**src/hw/rtl/ftv_pkg.sv**
```systemverilog
// shared types, constants and codes for the fix tag=value parser
// no dependencies; used by every module under hw/rtl
package ftv_pkg;

    localparam int OFFSET_WIDTH = 16;
    localparam int DATA_W       = 8;
    localparam int TAG_W        = 20;
    localparam int CHK_W        = 10;
    localparam int STATUS_W     = 2;
    localparam int TUSER_W      = 1 + STATUS_W;
    localparam int OUT_BITS     = TAG_W + 2 * OFFSET_WIDTH;
    localparam int TDATA_W      = ((OUT_BITS + 7) / 8) * 8;

    localparam logic [TAG_W-1:0]  TAG_MAX      = TAG_W'(999999);
    localparam logic [TAG_W-1:0]  TAG_BEGIN    = TAG_W'(8);
    localparam logic [TAG_W-1:0]  TAG_CHECKSUM = TAG_W'(10);
    localparam logic [CHK_W-1:0]  CHK_SAT      = CHK_W'(1023);
    localparam logic [DATA_W-1:0] EQ_CHAR      = 8'h3D;
    localparam logic [DATA_W-1:0] DIGIT_0      = 8'h30;
    localparam logic [DATA_W-1:0] DIGIT_9      = 8'h39;
    localparam logic [DATA_W-1:0] DELIM_RESET  = 8'h01;

    localparam int FIFO_DEPTH = 4;
    localparam int FIFO_AW    = $clog2(FIFO_DEPTH);
    localparam int FIFO_CW    = $clog2(FIFO_DEPTH + 1);

    localparam int CFG_IDX_W = 2;
    localparam logic [CFG_IDX_W-1:0] CFG_DELIM     = 2'd0;
    localparam logic [CFG_IDX_W-1:0] CFG_SECOND    = 2'd1;
    localparam logic [CFG_IDX_W-1:0] CFG_FREE_FORM = 2'd2;

    typedef enum logic [1:0] {
        PH_IDLE    = 2'd0,
        PH_TAGNUM  = 2'd1,
        PH_TAGNAME = 2'd2,
        PH_VALUE   = 2'd3
    } phase_t;

    typedef enum logic [STATUS_W-1:0] {
        ST_NORMAL  = 2'd0,
        ST_DISCARD = 2'd1,
        ST_CHK_OK  = 2'd2,
        ST_CHK_BAD = 2'd3
    } status_t;

    typedef struct packed {
        logic [DATA_W-1:0] delim;
        logic [DATA_W-1:0] second_delim;
        logic              free_form;
    } cfg_t;

    typedef struct packed {
        logic [DATA_W-1:0] data_byte;
        logic              is_delim;
        logic              is_skip;
        logic              is_digit;
        logic              is_eq;
        logic              eob;
    } item_t;

    typedef struct packed {
        logic [TAG_W-1:0]        tag_number;
        logic                    named_tag;
        logic [OFFSET_WIDTH-1:0] field_offset;
        logic [OFFSET_WIDTH-1:0] value_length;
        status_t                 field_status;
        logic                    message_end;
    } result_t;

endpackage

```
**src/hw/rtl/ftv_front.sv**
```systemverilog
// front end: classifies each incoming byte against the delimiter settings
// depends on ftv_pkg
module ftv_front
    import ftv_pkg::*;
(
    input  logic [DATA_W-1:0] data_byte,
    input  logic              end_of_buffer,
    input  cfg_t              cfg,
    output item_t             item
);

    always_comb begin
        item.data_byte = data_byte;
        item.is_delim  = (data_byte == cfg.delim);
        item.is_skip   = (data_byte == cfg.delim) ||
                         ((cfg.second_delim != '0) && (data_byte == cfg.second_delim));
        item.is_digit  = (data_byte >= DIGIT_0) && (data_byte <= DIGIT_9);
        item.is_eq     = (data_byte == EQ_CHAR);
        // buffer end only counts in free-form mode
        item.eob       = end_of_buffer && cfg.free_form;
    end

endmodule

```
**src/hw/rtl/ftv_fifo.sv**
```systemverilog
// short queue of classified bytes between front end and parse engine
// depends on ftv_pkg
module ftv_fifo
    import ftv_pkg::*;
(
    input  logic  aclk,
    input  logic  aresetn,
    input  logic  push,
    input  item_t push_item,
    output logic  full,
    input  logic  pop,
    output logic  not_empty,
    output item_t pop_item
);

    item_t              mem_reg [FIFO_DEPTH];
    logic [FIFO_AW-1:0] wptr_reg, wptr_next;
    logic [FIFO_AW-1:0] rptr_reg, rptr_next;
    logic [FIFO_CW-1:0] count_reg, count_next;

    assign full      = (count_reg == FIFO_CW'(FIFO_DEPTH));
    assign not_empty = (count_reg != '0);
    assign pop_item  = mem_reg[rptr_reg];

    always_comb begin
        wptr_next  = push ? wptr_reg + 1'b1 : wptr_reg;
        rptr_next  = pop ? rptr_reg + 1'b1 : rptr_reg;
        count_next = count_reg;
        if (push && !pop) begin
            count_next = count_reg + 1'b1;
        end else if (pop && !push) begin
            count_next = count_reg - 1'b1;
        end
    end

    always_ff @(posedge aclk) begin
        if (!aresetn) begin
            wptr_reg  <= '0;
            rptr_reg  <= '0;
            count_reg <= '0;
        end else begin
            wptr_reg  <= wptr_next;
            rptr_reg  <= rptr_next;
            count_reg <= count_next;
        end
    end

    always_ff @(posedge aclk) begin
        if (push) begin
            mem_reg[wptr_reg] <= push_item;
        end
    end

endmodule

```
**src/hw/rtl/ftv_engine.sv**
```systemverilog
// back end: field parser state, checksum tracking and the result register
// depends on ftv_pkg; fed from ftv_fifo
module ftv_engine
    import ftv_pkg::*;
(
    input  logic    aclk,
    input  logic    aresetn,
    input  logic    free_form,
    input  logic    in_valid,
    input  item_t   in_item,
    output logic    in_pop,
    output logic    out_valid,
    input  logic    out_ready,
    output result_t out_result
);

    phase_t                  phase_reg, phase_next;
    logic [TAG_W-1:0]        acc_reg, acc_next;
    logic                    named_reg, named_next;
    logic [OFFSET_WIDTH-1:0] pos_reg, pos_next;
    logic [OFFSET_WIDTH-1:0] start_reg, start_next;
    logic [OFFSET_WIDTH-1:0] vcnt_reg, vcnt_next;
    logic [DATA_W-1:0]       fsum_reg, fsum_next;
    logic [DATA_W-1:0]       rcs_reg, rcs_next;
    logic [CHK_W-1:0]        chk_reg, chk_next;
    logic [1:0]              fim_reg, fim_next;
    logic                    out_valid_reg, out_valid_next;
    result_t                 out_reg, out_next;

    logic                    fin;
    logic                    fin_eob;
    logic                    mend;
    status_t                 status;
    logic [3:0]              dval;
    logic [TAG_W+3:0]        tag_mul;
    logic [CHK_W+3:0]        chk_mul;

    assign in_pop     = in_valid && (!out_valid_reg || out_ready);
    assign out_valid  = out_valid_reg;
    assign out_result = out_reg;

    assign dval    = 4'(in_item.data_byte - DIGIT_0);
    assign tag_mul = ({4'b0, acc_reg} << 3) + ({4'b0, acc_reg} << 1) + (TAG_W+4)'(dval);
    assign chk_mul = ({4'b0, chk_reg} << 3) + ({4'b0, chk_reg} << 1) + (CHK_W+4)'(dval);

    // parse phase next state
    always_comb begin
        phase_next = phase_reg;
        if (in_pop) begin
            case (phase_reg)
                PH_IDLE: begin
                    if (!in_item.is_skip) begin
                        if (in_item.is_eq) begin
                            phase_next = PH_VALUE;
                        end else if (in_item.is_digit) begin
                            phase_next = PH_TAGNUM;
                        end else begin
                            phase_next = PH_TAGNAME;
                        end
                    end
                end
                PH_TAGNUM: begin
                    if (!in_item.is_digit) begin
                        phase_next = in_item.is_eq ? PH_VALUE : PH_TAGNAME;
                    end
                end
                PH_TAGNAME: begin
                    if (in_item.is_eq) begin
                        phase_next = PH_VALUE;
                    end
                end
                PH_VALUE: begin
                    phase_next = PH_VALUE;
                end
                default: begin
                    phase_next = PH_IDLE;
                end
            endcase
            if (fin) begin
                phase_next = PH_IDLE;
            end
        end
    end

    // field datapath and result
    always_comb begin
        acc_next       = acc_reg;
        named_next     = named_reg;
        pos_next       = pos_reg;
        start_next     = start_reg;
        vcnt_next      = vcnt_reg;
        fsum_next      = fsum_reg;
        rcs_next       = rcs_reg;
        chk_next       = chk_reg;
        fim_next       = fim_reg;
        fin            = 1'b0;
        fin_eob        = 1'b0;
        mend           = 1'b0;
        status         = ST_NORMAL;
        out_next       = out_reg;
        out_valid_next = out_valid_reg && !out_ready;

        if (in_pop) begin
            if (phase_reg == PH_IDLE) begin
                if (in_item.is_skip) begin
                    if (pos_reg != '0) begin
                        pos_next = pos_reg + 1'b1;
                    end
                    if (in_item.eob) begin
                        pos_next = '0;
                        rcs_next = '0;
                        fim_next = '0;
                    end
                end else begin
                    start_next = pos_reg;
                    fsum_next  = in_item.data_byte;
                    vcnt_next  = '0;
                    chk_next   = '0;
                    named_next = !in_item.is_digit;
                    acc_next   = in_item.is_digit ? TAG_W'(dval) : '0;
                    pos_next   = pos_reg + 1'b1;
                    fin        = in_item.eob;
                    fin_eob    = in_item.eob;
                end
            end else if (in_item.is_delim) begin
                pos_next = pos_reg + 1'b1;
                fin      = 1'b1;
                fin_eob  = in_item.eob;
            end else begin
                fsum_next = fsum_reg + in_item.data_byte;
                pos_next  = pos_reg + 1'b1;
                if (phase_reg == PH_TAGNUM) begin
                    if (in_item.is_digit) begin
                        acc_next = (tag_mul > {4'b0, TAG_MAX}) ? TAG_MAX : tag_mul[TAG_W-1:0];
                    end
                end else if (phase_reg == PH_VALUE) begin
                    if (vcnt_reg != '1) begin
                        vcnt_next = vcnt_reg + 1'b1;
                    end
                    if (in_item.is_digit) begin
                        chk_next = ((chk_reg >= CHK_SAT) || (chk_mul > {4'b0, CHK_SAT})) ?
                                   CHK_SAT : chk_mul[CHK_W-1:0];
                    end else begin
                        chk_next = CHK_SAT;
                    end
                end
                fin     = in_item.eob;
                fin_eob = in_item.eob;
            end

            if (fin) begin
                if (!free_form && (fim_reg == '0) && (named_next || (acc_next != TAG_BEGIN))) begin
                    status   = ST_DISCARD;
                    pos_next = '0;
                    rcs_next = '0;
                    fim_next = '0;
                end else if (!named_next && (acc_next == TAG_CHECKSUM)) begin
                    status = (chk_next == {2'b0, rcs_reg}) ? ST_CHK_OK : ST_CHK_BAD;
                    if (!free_form) begin
                        mend     = 1'b1;
                        pos_next = '0;
                        rcs_next = '0;
                        fim_next = '0;
                    end
                end else begin
                    rcs_next = rcs_reg + fsum_next + 1'b1;
                    if (fim_reg != 2'd3) begin
                        fim_next = fim_reg + 1'b1;
                    end
                end
                if (fin_eob && !mend) begin
                    mend     = 1'b1;
                    pos_next = '0;
                    rcs_next = '0;
                    fim_next = '0;
                end
                out_valid_next          = 1'b1;
                out_next.tag_number     = named_next ? '0 : acc_next;
                out_next.named_tag      = named_next;
                out_next.field_offset   = start_next;
                out_next.value_length   = vcnt_next;
                out_next.field_status   = status;
                out_next.message_end    = mend;
            end
        end
    end

    always_ff @(posedge aclk) begin
        if (!aresetn) begin
            phase_reg     <= PH_IDLE;
            acc_reg       <= '0;
            named_reg     <= 1'b0;
            pos_reg       <= '0;
            start_reg     <= '0;
            vcnt_reg      <= '0;
            fsum_reg      <= '0;
            rcs_reg       <= '0;
            chk_reg       <= '0;
            fim_reg       <= '0;
            out_valid_reg <= 1'b0;
        end else begin
            phase_reg     <= phase_next;
            acc_reg       <= acc_next;
            named_reg     <= named_next;
            pos_reg       <= pos_next;
            start_reg     <= start_next;
            vcnt_reg      <= vcnt_next;
            fsum_reg      <= fsum_next;
            rcs_reg       <= rcs_next;
            chk_reg       <= chk_next;
            fim_reg       <= fim_next;
            out_valid_reg <= out_valid_next;
        end
    end

    always_ff @(posedge aclk) begin
        out_reg <= out_next;
    end

    // a stalled result blocks the queue
    assert property (@(posedge aclk) disable iff (!aresetn)
        (out_valid_reg && !out_ready) |-> !in_pop)
        else $error("item taken while result stalled");

    // checksum verdicts only for numeric tag 10
    assert property (@(posedge aclk) disable iff (!aresetn)
        (out_valid_reg && (out_reg.field_status == ST_CHK_OK ||
                           out_reg.field_status == ST_CHK_BAD))
        |-> (!out_reg.named_tag && out_reg.tag_number == TAG_CHECKSUM))
        else $error("checksum status on wrong tag");

    // named tags report number zero
    assert property (@(posedge aclk) disable iff (!aresetn)
        (out_valid_reg && out_reg.named_tag) |-> (out_reg.tag_number == '0))
        else $error("named tag with nonzero number");

    // no checksum accumulates before a field was counted
    assert property (@(posedge aclk) disable iff (!aresetn)
        (fim_reg == '0) |-> (rcs_reg == '0))
        else $error("running checksum without counted fields");

endmodule

```
**src/hw/rtl/fix_tag_value_parser.sv**
```systemverilog
// fix tag=value parser: one message byte per transfer, one result per field
// path: a closing byte's result reaches m_ through the queue write, then the engine's
// result register
// throughput: one byte per cycle while results are not stalled, set by the parse engine; a 4-entry
// queue decouples byte intake from result backpressure
// reset: synchronous active-low aresetn clears parser state, queue and registers
// (delimiter 0x01, no second delimiter, session mode); no clearing pass
module fix_tag_value_parser
    import ftv_pkg::*;
(
    input  logic                    aclk,
    input  logic                    aresetn,
    input  logic                    s_tvalid,
    output logic                    s_tready,
    input  logic [DATA_W-1:0]       s_tdata,    // data_byte
    input  logic                    s_tlast,    // end_of_buffer
    output logic                    m_tvalid,
    input  logic                    m_tready,
    output logic [TDATA_W-1:0]      m_tdata,    // tag_number, field_offset, value_length, zero pad
    output logic [TUSER_W-1:0]      m_tuser,    // named_tag, field_status
    output logic                    m_tlast,    // message_end
    input  logic                    cfg_wr_en,
    input  logic [CFG_IDX_W-1:0]    cfg_index,
    input  logic [DATA_W-1:0]       cfg_wdata
);

    cfg_t    cfg_reg, cfg_next;
    item_t   front_item;
    item_t   queue_item;
    logic    queue_full;
    logic    queue_valid;
    logic    queue_pop;
    result_t result;

    always_comb begin
        cfg_next = cfg_reg;
        if (cfg_wr_en) begin
            case (cfg_index)
                CFG_DELIM:     cfg_next.delim        = cfg_wdata;
                CFG_SECOND:    cfg_next.second_delim = cfg_wdata;
                CFG_FREE_FORM: cfg_next.free_form    = cfg_wdata[0];
                default:       cfg_next              = cfg_reg;
            endcase
        end
    end

    always_ff @(posedge aclk) begin
        if (!aresetn) begin
            cfg_reg.delim        <= DELIM_RESET;
            cfg_reg.second_delim <= '0;
            cfg_reg.free_form    <= 1'b0;
        end else begin
            cfg_reg <= cfg_next;
        end
    end

    assign s_tready = !queue_full;

    ftv_front u_front (
        .data_byte     (s_tdata),
        .end_of_buffer (s_tlast),
        .cfg           (cfg_reg),
        .item          (front_item)
    );

    ftv_fifo u_fifo (
        .aclk      (aclk),
        .aresetn   (aresetn),
        .push      (s_tvalid && !queue_full),
        .push_item (front_item),
        .full      (queue_full),
        .pop       (queue_pop),
        .not_empty (queue_valid),
        .pop_item  (queue_item)
    );

    ftv_engine u_engine (
        .aclk       (aclk),
        .aresetn    (aresetn),
        .free_form  (cfg_reg.free_form),
        .in_valid   (queue_valid),
        .in_item    (queue_item),
        .in_pop     (queue_pop),
        .out_valid  (m_tvalid),
        .out_ready  (m_tready),
        .out_result (result)
    );

    assign m_tdata = TDATA_W'({result.value_length, result.field_offset, result.tag_number});
    assign m_tuser = {result.field_status, result.named_tag};
    assign m_tlast = result.message_end;

endmodule

```
**config.mk**
```make
export PLATFORM = sky130hd
export DESIGN_NAME = fix_tag_value_parser
export DESIGN_NICKNAME = d
export VERILOG_FILES = /design/src/hw/rtl/ftv_pkg.sv /design/src/hw/rtl/ftv_front.sv /design/src/hw/rtl/ftv_fifo.sv /design/src/hw/rtl/ftv_engine.sv /design/src/hw/rtl/fix_tag_value_parser.sv
export SDC_FILE = /design/constraint.sdc
export NUM_CORES = 1
export LEC_CHECK = 0
export BUFFER_PORTS_ARGS = -buffer_cell sky130_fd_sc_hd__buf_2
export CORE_UTILIZATION = 62
export DETAILED_ROUTE_END_ITERATION = 16
export PLACE_DENSITY_LB_ADDON = 0.25
export SLEW_MARGIN = 0
export SYNTH_ARGS = -nofsm -noshare
export SYNTH_HDL_FRONTEND = slang
export SYNTH_HIERARCHICAL = 1
export SYNTH_SLANG_ARGS = --single-unit
```
**constraint.sdc**
```tcl
create_clock -name aclk -period 6.7 [get_ports aclk]
set_input_delay 0.335 -clock aclk [delete_from_list [all_inputs] [get_ports aclk]]
set_output_delay 0.335 -clock aclk [all_outputs]
set_load 0.01 [all_outputs]
```
# Word level (Yosys, flattened, before mapping)
# Memory sizes are Yosys's and may differ from the RTL's. A register that Yosys moved wholly into a read port is not among the register bits.
# Cells that the tools add are included.
# totals
regBits	180
ram_bits	52
inputBits	24
output_inout_bits	62
wordCells	188
mem_count	1
# classes
add_sub_neg	15
order_cmp	5
n_eq_ne	17
mux	87
bitwise	1
reduce_logical	38
# mem_list
name	depth	width	read_ports	rd_clocked_by_memory_dff	wr	line	rtl
u_fifo.mem_reg	4	13	1	1	1	ftv_fifo.sv:16	item_t mem_reg [FIFO_DEPTH];
# op_table
cell	count
$mux 16	17
$mux 20	7
$mux 8	12
$mux 10	8
$mux 2	17
$add 16x1->16 const B	2
$add 23x21->24	1
$add 24x4->24	1
$gt 24x20->1 const B	1
$mux 1	22
$eq 20x4->1 const B	1
$ne 20x4->1 const B	1
$add 8x8->8	2
$eq 8x8->1	2
$ne 16x16->1 const B	1
$reduce_bool 16->1	1
$add 13x11->14	1
$add 14x4->14	1
$gt 14x10->1 const B	1
$logic_and 1x1->1	12
$eq 10x8->1	1
$ge 10x10->1 const B	1
$logic_not 1->1	9
$add 8x1->8 const B	1
25 further kinds	40

# Depth between registers and ports, before layout
# Gate-level depths: netlist of the first run.
# depth
depth_word	19
ltp_mapped	21
ltp_nobuf	18

# By module
# The synthesis of the first run kept the hierarchy.
# modules_own_cells
mod	n_inst	cells_each	area_each_um2	seq_area_each_um2
ftv_engine	1	1190	9870.7	3683.5
ftv_fifo	1	110	2328.5	1741.7
fix_tag_value_parser	1	75	719.4	340.3
ftv_front	1	39	292.8	0.0

# Worst setup path after synthesis of the first run
# Ideal clock, no wire load.
# synth_timing
path_kind	flip-flop to flip-flop
startpoint	register with a tool-made name
endpoint	register u_engine.pos_reg[8]
setup_ps	117
arrival_time_ps	5795
required_time_ps	6583
path_slack_ps	788
path_stages_with_launch	20
path_buffers	2
path_cell_list	dfxtp_1 mux4_1 fa_1 inv_1 fa_1 nand2b_1 a21oi_1 nor2_1 xnor2_1 o311a_1 o41a_1 a211oi_4 a21oi_1 or4_4 or3_1 buf_2 o221a_1 o21ai_2 buf_4 nor2_1
# synth_rtl
item	line	rtl
end signal, assigned	ftv_engine.sv:205	pos_reg <= pos_next;
end, declared	ftv_engine.sv:20	logic [OFFSET_WIDTH-1:0] pos_reg, pos_next;

==> results_dict.tcl, run 1 <==
set metrics [dict create \
    die_x_um 148.0 \
    max_freq_mhz 161.6 \
    netlist_area_mm2 0.01321 \
    drive_gt1_frac 0.1194 \
    grt_pass1_vias 10313 \
    rsz0062_at_grt "no" \
    post_cts_resized 0 \
    cts-buffers-inserted 25 \
    max_slew.worst_pin.slew_ns 0.9153 \
    required_ns 7.11 \
    final_common_cell "nand2_1" \
    grtUsageMet3 0.03549 \
    synth_ff_type "dfxtp_1" \
    initial_utilization 0.6305 \
    clk_pin_slew_worst_paths_ns 0.06 \
    cts.sinks 234 \
    fin_crit_ns 6.188 \
    antenna_left 0 \
    powerDensity_mw_per_mm2 402.6 \
    vias 10897 \
    finalHoldViolations 0 \
    grtUsageMet1 0.3995 \
    fin_skew_ns 0.008120 \
    core_mm2 0.02096 \
    antenna_found_initial 0 \
    port_buffers 81 \
    dr.pass1.iters 5 \
    largest_reg_flops 56 \
    drcViolationCount 0 \
    yosysWarnings 6 \
    synth_edf_count 108 \
    p_leak_nw 5.924 \
    drv_slew 0 \
    max_slew_margin 0.3876 \
    grt.overflow.total 0 \
    finalCritPeriodShare 0.9236 \
    synth.avg_cell_area_um2 9.343 \
    grt_usage 0.2962 \
    hp-class "in -> reg" \
    cts_tree "built" \
    worst-setup-path-type "reg -> reg" \
    critPathCaptureType "flop" \
    dieHeight_um 148.0 \
    yosys.area.top_type "edfxtp_1" \
    pin_count 86 \
    drt-total-wl_um 32020 \
    grt_pass1_wl_um 52100 \
    htreeDepth 1 \
    detail_route.vias_per_cell 6.202 \
    drt_iter0_markers 873 \
    fin_nets 1576 \
    vdd_drop_max_uv 281.8 \
    netlist_instances 1414 \
    fin_setup_tns_ns 0 \
    power_mw 5.900 \
    synth.distinct_cells 89 \
    area_growth_pct 10.92 \
    path_max_fanout 12 \
    netlist.area_leader.share 0.2455 \
    routabilityCongestion 0.9018 \
    grt_max_degree 78 \
    synth.area.top_cells "edfxtp_1 (25%), dfxtp_1 (19%), ha_1 (7.8%)" \
    worstPathArrival_ns 6.60 \
    setup_viol 0 \
    detailed_place_hpwl_um 21900 \
    ys_seq_elements 234 \
    diodes 0 \
    synth-async-reset-ratio 0 \
    hold_buffers 0 \
    drv_cap 0 \
    avgRoutedWirePerCell_um 18.22 \
    status "complete, no violations" \
    critPathLaunchType "flop" \
    busiest_layer "met2" \
    fp-row-count 53 \
    use_met2 0.4880 \
    layout_common_cells "nand2_1 (211), nor2_1 (127), dfxtp_1 (126)" \
    worstSkewPairLatency_ns 0.54 \
    cts_root_buf "clkbuf_16" \
    post-cts-setup-buffers 0 \
    yosysSeqAreaShare 0.4364 \
    dieArea_mm2 0.02190 \
    clockBufferDepth 3 \
]
## cell usage after synthesis (15+ instances only)
master    count
o21ai_0      69
a22oi_1      21
ha_1         82
and2_1       23
nand2_1     212
nand3_1      31
a211oi_1     18
xor2_1       22
dfxtp_1     126
a21o_1       20
nor3_1       23
nor2_1      128
and3_1       24
a21oi_1     114
mux2i_1      23
inv_1        42
nand4_1      15
xnor2_1      38
edfxtp_1    108
clkbuf_1     47
## critical path, cell delays in order (launching register included)
cell,delay [ns]
dfxtp_1,0.34
buf_4,0.27
mux4_2,0.62
ha_1,0.32
ha_1,0.16
inv_1,0.06
fa_1,0.39
nand2b_1,0.18
a21oi_1,0.19
nor2_1,0.08
xnor2_1,0.16
o311a_1,0.37
o41a_1,0.47
a211oi_4,0.26
buf_4,0.22
a21oi_1,0.08
or4_4,0.60
or3_1,0.47
o221a_1,0.27
o21ai_2,0.42
nor2_1,0.12
## per-layer routing
| metal | share of wire | vias up |
|---|---|---|
| li1 | - | 5203 |
| met1 | 0.44 | 5167 |
| met2 | 0.47 | 461 |
| met3 | 0.067 | 66 |
| met4 | 0.029 | 0 |
| met5 | 0 | - |
## report_power, final
part	total (mW)	internal [mW]	switching [mW]
logic	2.36	0.809	1.55
registers	2.00	1.83	0.173
clock network	1.54	0.948	0.587
## final cells by class
cell class | count | area, µm²
Clock inverter | 16 | 265.3
Inverter | 42 | 157.7
Multi-Input combinational cell | 1064 | 6939
Timing Repair Buffer | 96 | 518.0
Tap cell | 275 | 344.1
Fill cell | 1615 | 6301
Sequential cell | 234 | 5766
Clock buffer | 30 | 664.4
## final timing paths
path / startpoint / to / slack, ns / cells after the start
max reg2reg: flop / u_engine/pos_reg[9] / 0.51 / 20
min: cfg_wdata[4] / cfg_reg[5] / 0.07 / 3
max: flop / u_engine/pos_reg[9] / 0.51 / 20
min reg2reg: u_engine/start_reg[11] / u_engine/start_reg[11] / 0.45 / 2
## logic make-up after synthesis
family | Yosys count | synth area share
XOR/XNOR | 60 | 0.03978
adder cells (fa/ha/maj) | 89 | 0.08827
multiplexers | 39 | 0.04328
other | 1 | 0.0002838
AND/OR/NAND/NOR | 537 | 0.1900
flip-flops | 234 | 0.4364
buffers and inverters | 119 | 0.03959
AO/OA/AOI/OAI | 335 | 0.1624
## through the flow
step                hold slack, ns  cell area, µm²  cells  utilization  worst slack, ns
global route               0.07605           14650   1757       0.6993           0.1387
finish                     0.07096           14650   1757       0.6993           0.5116
global placement            0.4414           13720   1711       0.6549           0.6516
detailed placement          0.4472           13720   1711       0.6549           0.5665
floorplan                   0.4366           13220   1417            -           0.7878
CTS                        0.06005           14650   1757       0.6993           0.5084
(Power assumes the default switching activity.)
==> run 2, diff against run 1 <==
--- a/config.mk
+++ b/config.mk
@@ -6,7 +6,7 @@
 export NUM_CORES = 1
 export LEC_CHECK = 0
 export BUFFER_PORTS_ARGS = -buffer_cell sky130_fd_sc_hd__buf_2
-export CORE_UTILIZATION = 62
+export CORE_UTILIZATION = 40
 export DETAILED_ROUTE_END_ITERATION = 16
 export PLACE_DENSITY_LB_ADDON = 0.25
 export SLEW_MARGIN = 0
==> run 2 against run 1 <==
Effect of this change:
- the flow now finishes with violations (DRC)
- register-to-register slack worse by 0.08 ns
- critical path type unchanged
- critical path depth shrank 2
- flip-flop and latch count stayed put
- clock skew grew 0.0051 ns
- fmax decreased by 1.3%
- clock power about the same
- combinational power about the same
- sequential power about the same
- hold slack gained 0.00054 ns
==> results_dict.tcl, run 2 (synthesis gave the netlist of run 1 again) <==
set metrics [dict create \
    status "finished with violations" \
    violations "DRC" \
    cts_tree "built" \
    fin_skew_ns 0.01322 \
    grt.overflow.total 0 \
    drt_iter0_markers 779 \
    antenna_left 0 \
    powerDensity_mw_per_mm2 397.9 \
    avgRoutedWirePerCell_um 16.97 \
    pin_count 86 \
    path_delay_family "compound AO/OA/AOI/OAI gates" \
    cp_num_buf_inv 2 \
    cpPeakStageDelay_ns 0.63 \
    layout_common_cells "nand2_1 (211), nor2_1 (127), dfxtp_1 (126)" \
    post-cts-setup-buffers 0 \
    finalHoldViolations 0 \
    critPathCaptureType "flop" \
    max_slew_margin 0.3951 \
    core_mm2 0.03254 \
    path_max_fanout 11 \
    antenna_found_initial 1 \
    diodes 0 \
    cts_root_buf "clkbuf_16" \
    die_x_um 183.7 \
    rsz0062_at_grt "no" \
    p_leak_nw 5.935 \
    placedInstanceArea_mm2 0.01392 \
    cts.sinks 234 \
    clockBufferDepth 3 \
    fin_setup_tns_ns 0 \
    fp-row-count 66 \
    drv_cap 0 \
    dieHeight_um 183.7 \
    grt_usage 0.1947 \
    fin_nets 1576 \
    vias 10593 \
    detail_route.vias_per_cell 5.503 \
    routabilityCongestion 0.9199 \
    worstPathArrival_ns 6.75 \
    cts-buffers-inserted 27 \
    max_freq_mhz 159.4 \
    fin_crit_ns 6.273 \
    critPathLaunchType "flop" \
    clk_pin_slew_worst_paths_ns 0.06 \
    drive_gt1_frac 0.1187 \
    vdd_drop_max_uv 237.9 \
    worst-setup-path-type "reg -> reg" \
    grt_max_degree 77 \
    area_growth_pct 12.60 \
    dr.pass1.iters 11 \
    drcViolationCount 1 \
    initial_utilization 0.4061 \
    dieArea_mm2 0.03376 \
    detailed_place_hpwl_um 22690 \
    required_ns 7.18 \
    fin_area_mm2 0.01488 \
    cp_cell_sequence "mux4_1, fa_1, inv_1, fa_1, nand2b_1, a21oi_1, nor2_1, xnor2_1, o311a_1, o41a_1, a211oi_4, buf_4, a21o_1, nand4_1, nor3_2, nand3_1, o31ai_2, a22o_1" \
    htreeDepth 1 \
    grt_pass1_vias 10170 \
    grt_pass1_wl_um 52890 \
    port_buffers 81 \
    max_slew.worst_pin.slew_ns 0.9074 \
    drt-total-wl_um 32670 \
    cpMaxStageDelayCell "mux4_1" \
    setup_viol 0 \
    crit_path_frequent_cell "fa_1" \
    worstSkewPairLatency_ns 0.54 \
    finalCritPeriodShare 0.9362 \
    hp-class "in -> reg" \
    final_common_cell "nand2_1" \
    largest_reg_flops 56 \
    drv_slew 0 \
]
-- run 2: cell count changes in the layout (fill, tap and decap cells not counted), moves of 2 or more --
cell        before  now
clkbuf_16       25   27
buf_4           15   13
clkinv_4         3    0
clkinvlp_4       4    2
clkinv_2         1    5
clkbuf_1         3    5
-- run 2: routing by layer --
metal	share of wire	global-route usage	wire (µm)	up-vias
met4	0.028	0.05967	904	0
li1	-	-	-	5210
met1	0.47	0.2584	15370	5049
met3	0.041	0.02258	1343	56
met5	0	0	0	-
met2	0.46	0.3309	15050	278
-- run 2: area by class of cell --
type                       instances  area (µm²)
clock inverter                    16       236.5
timing repair buffer              94       503.0
inverter                          42       157.7
sequential                       234        5766
clock buffer                      33       708.2
fill                            3180       17660
multi-input combinational       1064        6952
tap                              442       553.0
-- run 2: what timing repair did --
action	4_1_cts	5_1_grt
hold buffers	0	0
resized for setup	0	2
setup endpoints to repair	0	11
-- run 2: worst paths after layout --
check | from | to | slack [ns] | cells after the start
setup / recovery | flop | u_engine/rcs_reg[6] | 0.43 | 18
hold / removal | cfg_wdata[5] | cfg_reg[14] | 0.07 | 3
setup reg to reg | flop | u_engine/rcs_reg[6] | 0.43 | 18
hold reg to reg | u_engine/start_reg[11] | u_engine/start_reg[11] | 0.45 | 2
-- run 2: report_power, final --
| group | switching [mW] | total [mW] | internal (mW) |
|---|---|---|---|
| Clock | 0.594 | 1.57 | 0.980 |
| Combinational | 1.54 | 2.35 | 0.809 |
| Sequential | 0.170 | 2.00 | 1.83 |
-- run 2: tightest hold or removal path, stage by stage --
cell and delay (ns):
buf_2 0.09, nand2_1 0.07, mux2i_1 0.06
-- run 2: stage by stage --
step | util | worst slack [ns] | hold WS, ns | std cells | power [mW]
6_report | 0.4572 | 0.4273 | 0.07150 | 1925 | 5.919
5_1_grt | 0.4572 | 0.01497 | 0.08460 | 1925 | 6.320
4_1_cts | 0.4568 | 0.4264 | 0.05413 | 1925 | 5.959
3_5_place_dp | 0.4278 | 0.4583 | 0.4486 | 1876 | 4.368
3_3_place_gp | 0.4278 | 0.5183 | 0.4415 | 1876 | 4.336
2_1_floorplan | - | 0.7878 | 0.4366 | 1417 | 3.668
